===== config.mk =====
export PLATFORM = sky130hd
export DESIGN_NAME = tga_image_stream_decoder_flat
export DESIGN_NICKNAME = d
export VERILOG_FILES = /design/src/tga_pkg.sv /design/src/tga_in_if.sv /design/src/tga_out_if.sv /design/src/tga_wrap_div.sv /design/src/tga_image_stream_decoder.sv /design/src/flat_wrapper.sv
export SDC_FILE = /design/constraint.sdc
export NUM_CORES = 2
export LEC_CHECK = 0
export ABC_AREA = 0
export BUFFER_PORTS_ARGS = -buffer_cell sky130_fd_sc_hd__buf_2
export CAP_MARGIN = 20
export CORE_ASPECT_RATIO = 0.8
export CORE_MARGIN = 2
export CORE_UTILIZATION = 60
export CTS_BUF_LIST = sky130_fd_sc_hd__clkbuf_4 sky130_fd_sc_hd__clkbuf_8
export DETAILED_ROUTE_END_ITERATION = 10
export GPL_TIMING_DRIVEN = 0
export PLACE_DENSITY_LB_ADDON = 0.3
export RECOVER_POWER = 100
export SYNTH_ARGS = -nofsm -noshare
export SYNTH_HDL_FRONTEND = slang
export SYNTH_HIERARCHICAL = 1
export SYNTH_SLANG_ARGS = --single-unit

===== constraint.sdc =====
create_clock -name clk -period 12.3 [get_ports clk]
set_clock_uncertainty 0.2 [all_clocks]
set_input_delay 1.845 -clock clk [delete_from_list [all_inputs] [get_ports clk]]
set_output_delay 1.845 -clock clk [all_outputs]
set_load 0.005 [all_outputs]

===== src/tga_pkg.sv =====
package tga_pkg;

	typedef enum logic [2:0] {
		PH_HEADER,
		PH_SKIP,
		PH_RAW,
		PH_PKTHDR,
		PH_PKTDATA,
		PH_FINISHED
	} phase_t;

	typedef enum logic [2:0] {
		ST_PIXELS     = 3'd0,
		ST_BAD_TYPE   = 3'd1,
		ST_COLORMAP   = 3'd2,
		ST_BAD_DEPTH  = 3'd3,
		ST_GRAY_DEPTH = 3'd4
	} status_t;

	localparam logic [7:0] TYPE_RGB   = 8'd2;
	localparam logic [7:0] TYPE_GRAY  = 8'd3;
	localparam logic [7:0] TYPE_RLE   = 8'd10;

	localparam logic [7:0] DEPTH_GRAY = 8'd8;
	localparam logic [7:0] DEPTH_RGB  = 8'd24;
	localparam logic [7:0] DEPTH_RGBA = 8'd32;
	localparam logic [7:0] OPAQUE     = 8'hff;

	localparam logic [4:0] HDR_ID     = 5'd0;
	localparam logic [4:0] HDR_CMAP   = 5'd1;
	localparam logic [4:0] HDR_TYPE   = 5'd2;
	localparam logic [4:0] HDR_W_LO   = 5'd12;
	localparam logic [4:0] HDR_W_HI   = 5'd13;
	localparam logic [4:0] HDR_H_LO   = 5'd14;
	localparam logic [4:0] HDR_H_HI   = 5'd15;
	localparam logic [4:0] HDR_DEPTH  = 5'd16;
	localparam logic [4:0] HDR_LAST   = 5'd17;

	// quotient of a wrapped run fits in this many bits
	localparam int DIV_STEPS = 8;
	localparam int STEP_W    = $clog2(DIV_STEPS);

	typedef struct packed {
		logic        go;
		logic [16:0] rem;
		logic [15:0] row;
	} wrap_req_t;

	typedef struct packed {
		logic        busy;
		logic        fin;
		logic [15:0] row;
		logic [15:0] col;
	} wrap_rsp_t;

endpackage


===== src/tga_in_if.sv =====
interface tga_in_if;
	logic       valid;
	logic       ready;
	logic [7:0] data_byte;
	logic       file_start;

	modport source (output valid, output data_byte, output file_start, input ready);
	modport sink   (input valid, input data_byte, input file_start, output ready);
endinterface


===== src/tga_out_if.sv =====
interface tga_out_if;
	logic        valid;
	logic        ready;
	logic [2:0]  status;
	logic [7:0]  red;
	logic [7:0]  green;
	logic [7:0]  blue;
	logic [7:0]  alpha;
	logic [7:0]  pixel_count;
	logic [15:0] dest_row;
	logic [15:0] dest_column;
	logic [15:0] image_width;
	logic [15:0] image_height;
	logic        image_done;

	modport source (
		output valid, output status, output red, output green, output blue, output alpha,
		output pixel_count, output dest_row, output dest_column, output image_width,
		output image_height, output image_done, input ready
	);
	modport sink (
		input valid, input status, input red, input green, input blue, input alpha,
		input pixel_count, input dest_row, input dest_column, input image_width,
		input image_height, input image_done, output ready
	);
endinterface


===== src/tga_wrap_div.sv =====
module tga_wrap_div (
	input  logic                clk,
	input  logic                arst_n,
	input  tga_pkg::wrap_req_t  req,
	input  logic [15:0]         width,
	output tga_pkg::wrap_rsp_t  rsp
);

	logic                       busy_q;
	logic [tga_pkg::STEP_W-1:0] step_q;
	logic [16:0]                rem_q;
	logic [15:0]                row_q;
	logic [23:0]                shifted;
	logic [16:0]                rem_d;
	logic [15:0]                row_d;

	// restoring division, one quotient bit per cycle
	always_comb begin
		shifted = {8'd0, width} << step_q;
		if ({7'd0, rem_q} >= shifted) begin
			rem_d = rem_q - shifted[16:0];
			row_d = row_q - (16'd1 << step_q);
		end else begin
			rem_d = rem_q;
			row_d = row_q;
		end
	end

	always_ff @(posedge clk or negedge arst_n) begin
		if (!arst_n) begin
			busy_q <= 1'b0;
			step_q <= '0;
		end else if (req.go) begin
			busy_q <= 1'b1;
			step_q <= tga_pkg::STEP_W'(tga_pkg::DIV_STEPS - 1);
		end else if (busy_q) begin
			if (step_q == '0) begin
				busy_q <= 1'b0;
			end else begin
				step_q <= step_q - tga_pkg::STEP_W'(1);
			end
		end
	end

	always_ff @(posedge clk) begin
		if (req.go) begin
			rem_q <= req.rem;
			row_q <= req.row;
		end else if (busy_q) begin
			rem_q <= rem_d;
			row_q <= row_d;
		end
	end

	assign rsp.busy = busy_q;
	assign rsp.fin  = busy_q && (step_q == '0);
	assign rsp.row  = row_d;
	assign rsp.col  = rem_d[15:0];

endmodule


===== src/tga_image_stream_decoder.sv =====
// TGA byte stream decoder
// byte_in carries one word per file byte: data_byte and file_start, where
// file_start marks byte 0 of a new file and restarts the parser on that byte.
// pix_out carries one word per raw pixel or per run of a run-length packet:
// RGBA colour, pixel_count, destination row and column (rows fill from the
// bottom), header width and height, status and image_done. Header errors
// and empty images give a single word with image_done set on header byte 17.
// After image_done, bytes are taken and dropped until the next file_start.
// A byte taken from byte_in is registered in the input register, and its
// word in the result register. Throughput: one byte per cycle unless stalled as
// below. A run that wraps past more than one row end starts the row/column
// divider, which holds off byte_in while it finds one quotient bit per cycle.
// byte_in.ready is low while a byte waits in the input register and either
// the divider is busy or the result register is full with pix_out.ready low;
// a stalled word holds its value until taken.
// Reset empties both registers and returns the parser to the header.
module tga_image_stream_decoder (
	input  logic              clk,
	input  logic              arst_n,
	tga_in_if.sink            byte_in,
	tga_out_if.source         pix_out
);

	// input register
	logic        valid_s1;
	logic [7:0]  data_s1;
	logic        start_s1;

	// parser state
	tga_pkg::phase_t phase_q;
	logic [4:0]  hpos_q;
	logic [7:0]  id_len_q;
	logic [7:0]  cmap_q;
	logic [7:0]  itype_q;
	logic [15:0] width_q;
	logic [15:0] height_q;
	logic [7:0]  depth_q;
	logic [7:0]  skip_q;
	logic [1:0]  bpos_q;
	logic [23:0] partial_q;
	logic [7:0]  pkt_rem_q;
	logic        pkt_run_q;
	logic [15:0] row_q;
	logic [15:0] col_q;
	logic [31:0] area_q;
	logic [31:0] left_q;

	// result register
	logic        out_valid_q;
	tga_pkg::status_t out_status_q;
	logic [7:0]  out_red_q;
	logic [7:0]  out_green_q;
	logic [7:0]  out_blue_q;
	logic [7:0]  out_alpha_q;
	logic [7:0]  out_cnt_q;
	logic [15:0] out_row_q;
	logic [15:0] out_col_q;
	logic [15:0] out_width_q;
	logic [15:0] out_height_q;
	logic        out_done_q;

	// effective and next state
	tga_pkg::phase_t e_phase, n_phase;
	logic [4:0]  e_hpos, n_hpos;
	logic [7:0]  e_id, n_id;
	logic [7:0]  e_cmap, n_cmap;
	logic [7:0]  e_type, n_type;
	logic [15:0] e_width, n_width;
	logic [15:0] e_height, n_height;
	logic [7:0]  e_depth, n_depth;
	logic [7:0]  e_skip, n_skip;
	logic [1:0]  e_bpos, n_bpos;
	logic [23:0] e_partial, n_partial;
	logic [7:0]  e_pkt_rem, n_pkt_rem;
	logic        e_run, n_run;
	logic [15:0] e_row, n_row;
	logic [15:0] e_col, n_col;
	logic [31:0] e_left, n_left;
	logic [31:0] area_d;

	logic        out_free;
	logic        adv;
	logic        step;

	logic [1:0]  last_pos;
	logic        px_ok;
	logic [23:0] px_partial;
	logic [7:0]  px_r, px_g, px_b, px_a;
	logic        pix_emit;
	logic [7:0]  emit_cnt;
	logic        img_end;
	logic [7:0]  clipped;
	logic [16:0] newcol;
	logic [16:0] width2;
	logic [16:0] col_sub;
	tga_pkg::phase_t data_ph;

	logic        res_valid;
	tga_pkg::status_t res_status;
	logic [7:0]  res_r, res_g, res_b, res_a, res_cnt;
	logic [15:0] res_row, res_col;
	logic        res_done;

	tga_pkg::wrap_req_t wrap_req;
	tga_pkg::wrap_rsp_t wrap_rsp;

	assign out_free     = !out_valid_q || pix_out.ready;
	assign adv          = out_free && !wrap_rsp.busy;
	assign step         = valid_s1 && adv;
	assign byte_in.ready = !valid_s1 || adv;

	always_ff @(posedge clk or negedge arst_n) begin
		if (!arst_n) begin
			valid_s1 <= 1'b0;
		end else if (byte_in.ready) begin
			valid_s1 <= byte_in.valid;
		end
	end

	always_ff @(posedge clk) begin
		if (byte_in.ready) begin
			data_s1  <= byte_in.data_byte;
			start_s1 <= byte_in.file_start;
		end
	end

	always_comb begin
		if (start_s1) begin
			e_phase = tga_pkg::PH_HEADER;
			e_hpos = '0; e_id = '0; e_cmap = '0; e_type = '0;
			e_width = '0; e_height = '0; e_depth = '0; e_skip = '0;
			e_bpos = '0; e_partial = '0; e_pkt_rem = '0; e_run = 1'b0;
			e_row = '0; e_col = '0; e_left = '0;
		end else begin
			e_phase = phase_q;
			e_hpos = hpos_q; e_id = id_len_q; e_cmap = cmap_q; e_type = itype_q;
			e_width = width_q; e_height = height_q; e_depth = depth_q; e_skip = skip_q;
			e_bpos = bpos_q; e_partial = partial_q; e_pkt_rem = pkt_rem_q; e_run = pkt_run_q;
			e_row = row_q; e_col = col_q; e_left = left_q;
		end

		n_phase = e_phase;
		n_hpos = e_hpos; n_id = e_id; n_cmap = e_cmap; n_type = e_type;
		n_width = e_width; n_height = e_height; n_depth = e_depth; n_skip = e_skip;
		n_bpos = e_bpos; n_partial = e_partial; n_pkt_rem = e_pkt_rem; n_run = e_run;
		n_row = e_row; n_col = e_col; n_left = e_left;

		area_d  = {16'd0, e_width} * {16'd0, e_height};
		data_ph = (e_type == tga_pkg::TYPE_RLE) ? tga_pkg::PH_PKTHDR : tga_pkg::PH_RAW;

		// pixel assembly, bytes arrive as b, g, r, a
		if (e_depth == tga_pkg::DEPTH_GRAY) begin
			last_pos = 2'd0;
		end else if (e_depth == tga_pkg::DEPTH_RGB) begin
			last_pos = 2'd2;
		end else begin
			last_pos = 2'd3;
		end
		px_ok = (e_bpos >= last_pos);
		px_partial = e_partial;
		unique case (e_bpos)
			2'd0: px_partial[7:0]   = data_s1;
			2'd1: px_partial[15:8]  = data_s1;
			2'd2: px_partial[23:16] = data_s1;
			default: ;
		endcase
		unique case (last_pos)
			2'd0: begin
				px_r = data_s1; px_g = data_s1; px_b = data_s1; px_a = tga_pkg::OPAQUE;
			end
			2'd2: begin
				px_r = data_s1; px_g = e_partial[15:8]; px_b = e_partial[7:0];
				px_a = tga_pkg::OPAQUE;
			end
			default: begin
				px_r = e_partial[23:16]; px_g = e_partial[15:8]; px_b = e_partial[7:0];
				px_a = data_s1;
			end
		endcase

		// clip against pixels left in the image
		emit_cnt = (e_phase == tga_pkg::PH_PKTDATA && e_run) ? e_pkt_rem : 8'd1;
		img_end  = {24'd0, emit_cnt} >= e_left;
		clipped  = img_end ? e_left[7:0] : emit_cnt;
		newcol   = {1'b0, e_col} + {9'd0, clipped};
		width2   = {e_width, 1'b0};
		col_sub  = newcol - {1'b0, e_width};

		res_valid = 1'b0; res_status = tga_pkg::ST_PIXELS;
		res_r = '0; res_g = '0; res_b = '0; res_a = '0; res_cnt = '0;
		res_row = '0; res_col = '0; res_done = 1'b0;
		pix_emit = 1'b0;
		wrap_req.go  = 1'b0;
		wrap_req.rem = newcol;
		wrap_req.row = e_row;

		unique case (e_phase)
			tga_pkg::PH_HEADER: begin
				n_hpos = e_hpos + 5'd1;
				unique case (e_hpos)
					tga_pkg::HDR_ID:    n_id = data_s1;
					tga_pkg::HDR_CMAP:  n_cmap = data_s1;
					tga_pkg::HDR_TYPE:  n_type = data_s1;
					tga_pkg::HDR_W_LO:  n_width[7:0] = data_s1;
					tga_pkg::HDR_W_HI:  n_width[15:8] = data_s1;
					tga_pkg::HDR_H_LO:  n_height[7:0] = data_s1;
					tga_pkg::HDR_H_HI:  n_height[15:8] = data_s1;
					tga_pkg::HDR_DEPTH: n_depth = data_s1;
					default: ;
				endcase
				if (e_hpos == tga_pkg::HDR_LAST) begin
					res_valid = 1'b1;
					res_done  = 1'b1;
					n_phase   = tga_pkg::PH_FINISHED;
					priority if (n_type != tga_pkg::TYPE_RGB && n_type != tga_pkg::TYPE_GRAY
							&& n_type != tga_pkg::TYPE_RLE) begin
						res_status = tga_pkg::ST_BAD_TYPE;
					end else if (n_cmap != 8'd0) begin
						res_status = tga_pkg::ST_COLORMAP;
					end else if (n_depth != tga_pkg::DEPTH_RGB && n_depth != tga_pkg::DEPTH_RGBA
							&& n_type != tga_pkg::TYPE_GRAY) begin
						res_status = tga_pkg::ST_BAD_DEPTH;
					end else if (n_width == 16'd0 || n_height == 16'd0) begin
						res_status = tga_pkg::ST_PIXELS;
					end else if (n_depth != tga_pkg::DEPTH_GRAY && n_depth != tga_pkg::DEPTH_RGB
							&& n_depth != tga_pkg::DEPTH_RGBA) begin
						res_status = tga_pkg::ST_GRAY_DEPTH;
					end else begin
						res_valid = 1'b0;
						res_done  = 1'b0;
						n_row     = n_height - 16'd1;
						n_col     = '0;
						n_bpos    = '0;
						n_partial = '0;
						n_left    = area_q;
						if (n_id != 8'd0) begin
							n_skip  = n_id;
							n_phase = tga_pkg::PH_SKIP;
						end else begin
							n_phase = data_ph;
						end
					end
				end
			end
			tga_pkg::PH_SKIP: begin
				n_skip = e_skip - 8'd1;
				if (n_skip == 8'd0) begin
					n_phase = data_ph;
				end
			end
			tga_pkg::PH_RAW: begin
				if (px_ok) begin
					n_bpos   = '0;
					pix_emit = 1'b1;
					if (img_end) begin
						n_phase = tga_pkg::PH_FINISHED;
					end
				end else begin
					n_bpos    = e_bpos + 2'd1;
					n_partial = px_partial;
				end
			end
			tga_pkg::PH_PKTHDR: begin
				n_pkt_rem = {1'b0, data_s1[6:0]} + 8'd1;
				n_run     = data_s1[7];
				n_bpos    = '0;
				n_phase   = tga_pkg::PH_PKTDATA;
			end
			tga_pkg::PH_PKTDATA: begin
				if (px_ok) begin
					n_bpos   = '0;
					pix_emit = 1'b1;
					if (e_run) begin
						n_phase   = img_end ? tga_pkg::PH_FINISHED : tga_pkg::PH_PKTHDR;
						n_pkt_rem = '0;
					end else if (img_end) begin
						n_phase   = tga_pkg::PH_FINISHED;
						n_pkt_rem = '0;
					end else begin
						n_pkt_rem = e_pkt_rem - 8'd1;
						if (n_pkt_rem == 8'd0) begin
							n_phase = tga_pkg::PH_PKTHDR;
						end
					end
				end else begin
					n_bpos    = e_bpos + 2'd1;
					n_partial = px_partial;
				end
			end
			default: ;
		endcase

		if (pix_emit) begin
			res_valid = 1'b1;
			res_r = px_r; res_g = px_g; res_b = px_b; res_a = px_a;
			res_cnt  = clipped;
			res_row  = e_row;
			res_col  = e_col;
			res_done = img_end;
			n_left   = e_left - {24'd0, clipped};
			if (!img_end) begin
				if (newcol < {1'b0, e_width}) begin
					n_col = newcol[15:0];
				end else if (newcol < width2) begin
					n_col = col_sub[15:0];
					n_row = e_row - 16'd1;
				end else begin
					wrap_req.go = step;
				end
			end
		end
	end

	tga_wrap_div u_wrap_div (
		.clk    (clk),
		.arst_n (arst_n),
		.req    (wrap_req),
		.width  (width_q),
		.rsp    (wrap_rsp)
	);

	always_ff @(posedge clk or negedge arst_n) begin
		if (!arst_n) begin
			phase_q <= tga_pkg::PH_HEADER;
			hpos_q <= '0; id_len_q <= '0; cmap_q <= '0; itype_q <= '0;
			width_q <= '0; height_q <= '0; depth_q <= '0; skip_q <= '0;
			bpos_q <= '0; partial_q <= '0; pkt_rem_q <= '0; pkt_run_q <= 1'b0;
			row_q <= '0; col_q <= '0; left_q <= '0;
		end else if (wrap_rsp.fin) begin
			row_q <= wrap_rsp.row;
			col_q <= wrap_rsp.col;
		end else if (step) begin
			phase_q <= n_phase;
			hpos_q <= n_hpos; id_len_q <= n_id; cmap_q <= n_cmap; itype_q <= n_type;
			width_q <= n_width; height_q <= n_height; depth_q <= n_depth; skip_q <= n_skip;
			bpos_q <= n_bpos; partial_q <= n_partial; pkt_rem_q <= n_pkt_rem;
			pkt_run_q <= n_run; row_q <= n_row; col_q <= n_col; left_q <= n_left;
		end
	end

	always_ff @(posedge clk) begin
		if (step && e_phase == tga_pkg::PH_HEADER && e_hpos == tga_pkg::HDR_DEPTH) begin
			area_q <= area_d;
		end
	end

	always_ff @(posedge clk or negedge arst_n) begin
		if (!arst_n) begin
			out_valid_q <= 1'b0;
		end else if (step && res_valid) begin
			out_valid_q <= 1'b1;
		end else if (pix_out.ready) begin
			out_valid_q <= 1'b0;
		end
	end

	always_ff @(posedge clk) begin
		if (step && res_valid) begin
			out_status_q <= res_status;
			out_red_q    <= res_r;
			out_green_q  <= res_g;
			out_blue_q   <= res_b;
			out_alpha_q  <= res_a;
			out_cnt_q    <= res_cnt;
			out_row_q    <= res_row;
			out_col_q    <= res_col;
			out_width_q  <= n_width;
			out_height_q <= n_height;
			out_done_q   <= res_done;
		end
	end

	assign pix_out.valid        = out_valid_q;
	assign pix_out.status       = out_status_q;
	assign pix_out.red          = out_red_q;
	assign pix_out.green        = out_green_q;
	assign pix_out.blue         = out_blue_q;
	assign pix_out.alpha        = out_alpha_q;
	assign pix_out.pixel_count  = out_cnt_q;
	assign pix_out.dest_row     = out_row_q;
	assign pix_out.dest_column  = out_col_q;
	assign pix_out.image_width  = out_width_q;
	assign pix_out.image_height = out_height_q;
	assign pix_out.image_done   = out_done_q;

	// only a run that is not clipped can need the divider, and it always leaves for a packet header
	a_div_after_run: assert property (@(posedge clk) disable iff (!arst_n)
		wrap_rsp.busy |-> phase_q == tga_pkg::PH_PKTHDR)
		else $error("divider busy outside run packet");

	a_done_finishes: assert property (@(posedge clk) disable iff (!arst_n)
		(step && res_valid && res_done) |=> phase_q == tga_pkg::PH_FINISHED)
		else $error("image done without finishing");

	a_col_in_range: assert property (@(posedge clk) disable iff (!arst_n)
		(!wrap_rsp.busy && (phase_q == tga_pkg::PH_RAW || phase_q == tga_pkg::PH_PKTHDR
			|| phase_q == tga_pkg::PH_PKTDATA)) |-> col_q < width_q)
		else $error("column past image width");

	a_left_nonzero: assert property (@(posedge clk) disable iff (!arst_n)
		(phase_q == tga_pkg::PH_RAW || phase_q == tga_pkg::PH_PKTHDR
			|| phase_q == tga_pkg::PH_PKTDATA || phase_q == tga_pkg::PH_SKIP)
			|-> left_q != 32'd0)
		else $error("pixel data phase with no pixels left");

endmodule


===== src/flat_wrapper.sv =====
// flat-port wrapper written by rule: the top's interface ports become plain ports
module tga_image_stream_decoder_flat 
  (clk, arst_n, byte_in_valid, byte_in_data_byte, byte_in_file_start, byte_in_ready, pix_out_valid, pix_out_status, pix_out_red, pix_out_green, pix_out_blue, pix_out_alpha, pix_out_pixel_count, pix_out_dest_row, pix_out_dest_column, pix_out_image_width, pix_out_image_height, pix_out_image_done, pix_out_ready);
  tga_in_if byte_in_i ();
  tga_out_if pix_out_i ();
  input  logic clk;
  input  logic arst_n;
  input wire logic [$bits(byte_in_i.valid)-1:0] byte_in_valid;
  input wire logic [$bits(byte_in_i.data_byte)-1:0] byte_in_data_byte;
  input wire logic [$bits(byte_in_i.file_start)-1:0] byte_in_file_start;
  output wire logic [$bits(byte_in_i.ready)-1:0] byte_in_ready;
  output wire logic [$bits(pix_out_i.valid)-1:0] pix_out_valid;
  output wire logic [$bits(pix_out_i.status)-1:0] pix_out_status;
  output wire logic [$bits(pix_out_i.red)-1:0] pix_out_red;
  output wire logic [$bits(pix_out_i.green)-1:0] pix_out_green;
  output wire logic [$bits(pix_out_i.blue)-1:0] pix_out_blue;
  output wire logic [$bits(pix_out_i.alpha)-1:0] pix_out_alpha;
  output wire logic [$bits(pix_out_i.pixel_count)-1:0] pix_out_pixel_count;
  output wire logic [$bits(pix_out_i.dest_row)-1:0] pix_out_dest_row;
  output wire logic [$bits(pix_out_i.dest_column)-1:0] pix_out_dest_column;
  output wire logic [$bits(pix_out_i.image_width)-1:0] pix_out_image_width;
  output wire logic [$bits(pix_out_i.image_height)-1:0] pix_out_image_height;
  output wire logic [$bits(pix_out_i.image_done)-1:0] pix_out_image_done;
  input wire logic [$bits(pix_out_i.ready)-1:0] pix_out_ready;
  assign byte_in_i.valid = byte_in_valid;
  assign byte_in_i.data_byte = byte_in_data_byte;
  assign byte_in_i.file_start = byte_in_file_start;
  assign byte_in_ready = byte_in_i.ready;
  assign pix_out_valid = pix_out_i.valid;
  assign pix_out_status = pix_out_i.status;
  assign pix_out_red = pix_out_i.red;
  assign pix_out_green = pix_out_i.green;
  assign pix_out_blue = pix_out_i.blue;
  assign pix_out_alpha = pix_out_i.alpha;
  assign pix_out_pixel_count = pix_out_i.pixel_count;
  assign pix_out_dest_row = pix_out_i.dest_row;
  assign pix_out_dest_column = pix_out_i.dest_column;
  assign pix_out_image_width = pix_out_i.image_width;
  assign pix_out_image_height = pix_out_i.image_height;
  assign pix_out_image_done = pix_out_i.image_done;
  assign pix_out_i.ready = pix_out_ready;
  tga_image_stream_decoder u_core (.clk(clk), .arst_n(arst_n), .byte_in(byte_in_i), .pix_out(pix_out_i));
endmodule

==> metrics.txt <==
Final nets=4292; register area share after synthesis=roughly 31%; Syn Area/Cell=a little under 9 sq um; H-Tree Depth=3; reg2reg end=u_core/area_q[31]$_DFFE_PP_; routed vias=30587; f_max=around 0.08 GHz; WP data arrival=about 13000 ps; ys async rst share=between 50% and 60%; Max FO, Critical Path=19; Comb power frac=14.3%; hold depth=2; Remaining DRCs=0; post-route cell area=around 35000 sq um; vias in the first global route=28920; post-DR vias/cell=about 6.6; initial antenna violation count=8; Final Hold Fails=0; share of cells above drive strength 1=about 7.9%; R2R Path Start=u_core/start_s1$_DFFE_PP_; Mapped Cells=~3700; met2 Usage GRT=between 60% and 70%; grt total ovfl=0; Synth Net Count=~4000; number of nets with antenna violations after routing=0; final setup violation count=1; Die Y=roughly 210 microns; routed len/inst=about 26 microns; Iteration-0 DRC Markers=4516; HP Class=reg -> reg; synth cell count leaders=nand2_1, inv_1, nor2_1; RSZ-0062 raised after global routing=no; Yosys Warn Count=6; CTS Sinks=367; Clock Latency Late Sink=around 710 ps; sw power=~950 uW; share of the synthesized area in the top cell type=approximately 17%; VDD IR-drop max=0.09326 mV; CTS Buf Count=66; violated checks=capacitance limit, slew limit, setup timing; WP buf/inv=12; Max stage delay on crit path=between 700 and 800 ps; Max Buffers Root-to-Sink=3; 1st-pass router iterations=8; internal power=2.140 mW; Post-Syn Area=32460 sq um; Reg2Reg Depth=34; Distinct cells, synth=102; Crit. End Element=register; outcome=finished with violations; ranking of synthesized cells by area=edfxtp_1, dfrtp_1, fa_1; Initial Utilization=approximately 61%; Max-Cap Viols=6; area delta synth->final=9.213%; Yosys top cell by area=edfxtp_1; slew margin rel.=-256.1%; min-delay src=u_core/left_q[7]$_DFFE_PN0P_; global-route wire length before repair=approximately 180000 microns; CTS Root Cell=clkbuf_8; global-route met3 utilization=between 10% and 20%; TritonCTS clock tree=done; P_leak=~15 nW; # port buffers=around 120; die area=between 50000 and 60000 sq um; clock share of power=about two fifths; end of the worst hold path=u_core/left_q[7]$_DFFE_PN0P_; Core Area=around 54000 sq um; Top FF cell, synth=dfrtp_1; startpoint types=register; Seq pwr share=approximately 44%; Setup Crit Path Kind=reg -> reg; post-route minimum period=12360 ps; num rows=76; switch share=around 30%; clock-pin slew on the worst setup and hold paths=about 60 ps; Worst path most repeated cell=fa_1; Post-synth EDFFs=around 180; crit share post-route=100.5%; count leader, synth=nand2_1; power density cells=about 87 nW/um^2; setup slack, reg-to-reg=-60 ps; Critical Path RT=~13000 ps; Routed WL=between 100000 and 150000 microns; io pins=~120; Slew @ Worst Pin=roughly 5300 ps; die span in x=264.0 microns; DP Area=34120 sq um; Final GP Congestion=around 1.0; Setup WS post-layout=-60.54 ps; Worst Hold Slack=around 280 ps; Final Slew Violations=around 280; post-DP HPWL=around 90000 microns; GRT busiest layer=met2; largest net degree at the start of global routing=about 110; Tot GR Track Use=between 40% and 50%; met1 GRT Util=59.13%; CP max-delay cell=clkbuf_1; Crit path max-delay family=buffers and inverters; FF+latch count, synth=around 370
power groups by stage:
stage	clock, mW	combinational [mW]	sequential [mW]
global placement	0	0.416	1.38
detailed placement	0	0.418	1.38
global route	1.35	0.466	1.36
finish	1.29	0.443	1.36
CTS	1.30	0.422	1.35
floorplan	0	0.267	1.37
area by class of cell:
class | count | area [sq um]
well taps | 702 | 878.3
clock inverters | 27 | 295.3
diodes | 1 | 2.502
flip-flops and latches | 367 | 10090
inverters | 321 | 1206
repair buffers | 133 | 578.1
clock buffers | 94 | 1156
plain buffers | 210 | 872.1
fillers | 4609 | 18180
multi-input cells | 2784 | 20370
layout by cell type (no fill, tap or decap), drive strengths merged, types with 182 or more instances in the layout:
cell type,netlist,layout
o21ai,205,205
edfxtp,182,182
a21oi,268,268
nand2,539,539
inv,318,322
nor2,283,283
ha,199,199
dfrtp,185,185
fa,197,197
clkbuf,171,358
through the flow:
stage | cells | total power, mW | setup TNS [ps] | util, % | setup WS, ps
2_1_floorplan | 3684 | 1.632 | 0 | - | 1761
3_3_place_gp | 4508 | 1.792 | -800080 | 63.30 | -4794
3_5_place_dp | 4517 | 1.796 | -285430 | 63.63 | -3377
4_1_cts | 4636 | 3.071 | 0 | 66.45 | 11.60
5_1_grt | 4639 | 3.170 | 0 | 66.10 | 12.88
6_report | 4639 | 3.086 | -60.54 | 66.10 | -60.54
registers in the layout, summed over array words and instances (netlist names), 16 cells and up:
name	count
u_core/pix_out.dest_column	16
u_core/partial_q	24
u_core/pix_out.dest_row	16
u_core/pix_out.image_width	16
u_core/pix_out.image_height	16
u_core/u_wrap_div/rem_q	17
u_core/left_q	32
u_core/u_wrap_div/row_q	16
u_core/area_q	32
u_core/width_q	16
u_core/row_q	16
u_core/col_q	16
u_core/height_q	16
worst reg2reg max path: cells and delay by family, from the launching register on:
family                   cells  cell delay, ps
adder cells (fa/ha/maj)      7            3070
AND/OR/NAND/NOR              5            1460
XOR/XNOR                     1              90
buffers and inverters       12            4420
AO/OA/AOI/OAI                9            2250
flip-flops                   1             600
per-layer routing:
layer  vias to the layer above  wire length (microns)
li1                      13148                      -
met2                      2329                  49110
met5                         -                    152
met4                         6                   7031
met3                       461                  17890
met1                     14643                  46610
worst max path at each step:
stage                     cells past startpoint                                    to  slack (ps)                      start
after global routing                         34           u_core/area_q[31]$_DFFE_PP_          10  u_core/start_s1$_DFFE_PP_
after detailed placement                     34  u_core/u_wrap_div/rem_q[6]$_DFFE_PP_       -3380  u_core/start_s1$_DFFE_PP_
final                                        34           u_core/area_q[31]$_DFFE_PP_         -60  u_core/start_s1$_DFFE_PP_
after CTS                                    33  u_core/u_wrap_div/rem_q[6]$_DFFE_PP_          10  u_core/start_s1$_DFFE_PP_
after floorplan                              25      u_core/pix_out.valid$_DFFE_PN0P_        1760  u_core/start_s1$_DFFE_PP_
after global placement                       26      u_core/pix_out.valid$_DFFE_PN0P_       -4790  u_core/start_s1$_DFFE_PP_
logic make-up after synthesis:
group,after synthesis,synth area share (%)
buffers and inverters,533,6.306
AO/OA/AOI/OAI,821,16.17
AND/OR/NAND/NOR,1325,19.00
XOR/XNOR,116,3.130
multiplexers,124,4.410
adder cells (fa/ha/maj),398,19.89
flip-flops,367,31.10
what timing repair did:
item                                   CTS  global route
resized for setup                       26            12
endpoints found under the hold margin    0             0
hold buffers                             0             0
pin swaps                                0             0
setup endpoints to repair              122            73
setup buffers                            0             1
Note: power is estimated with default switching activity, not from simulation.
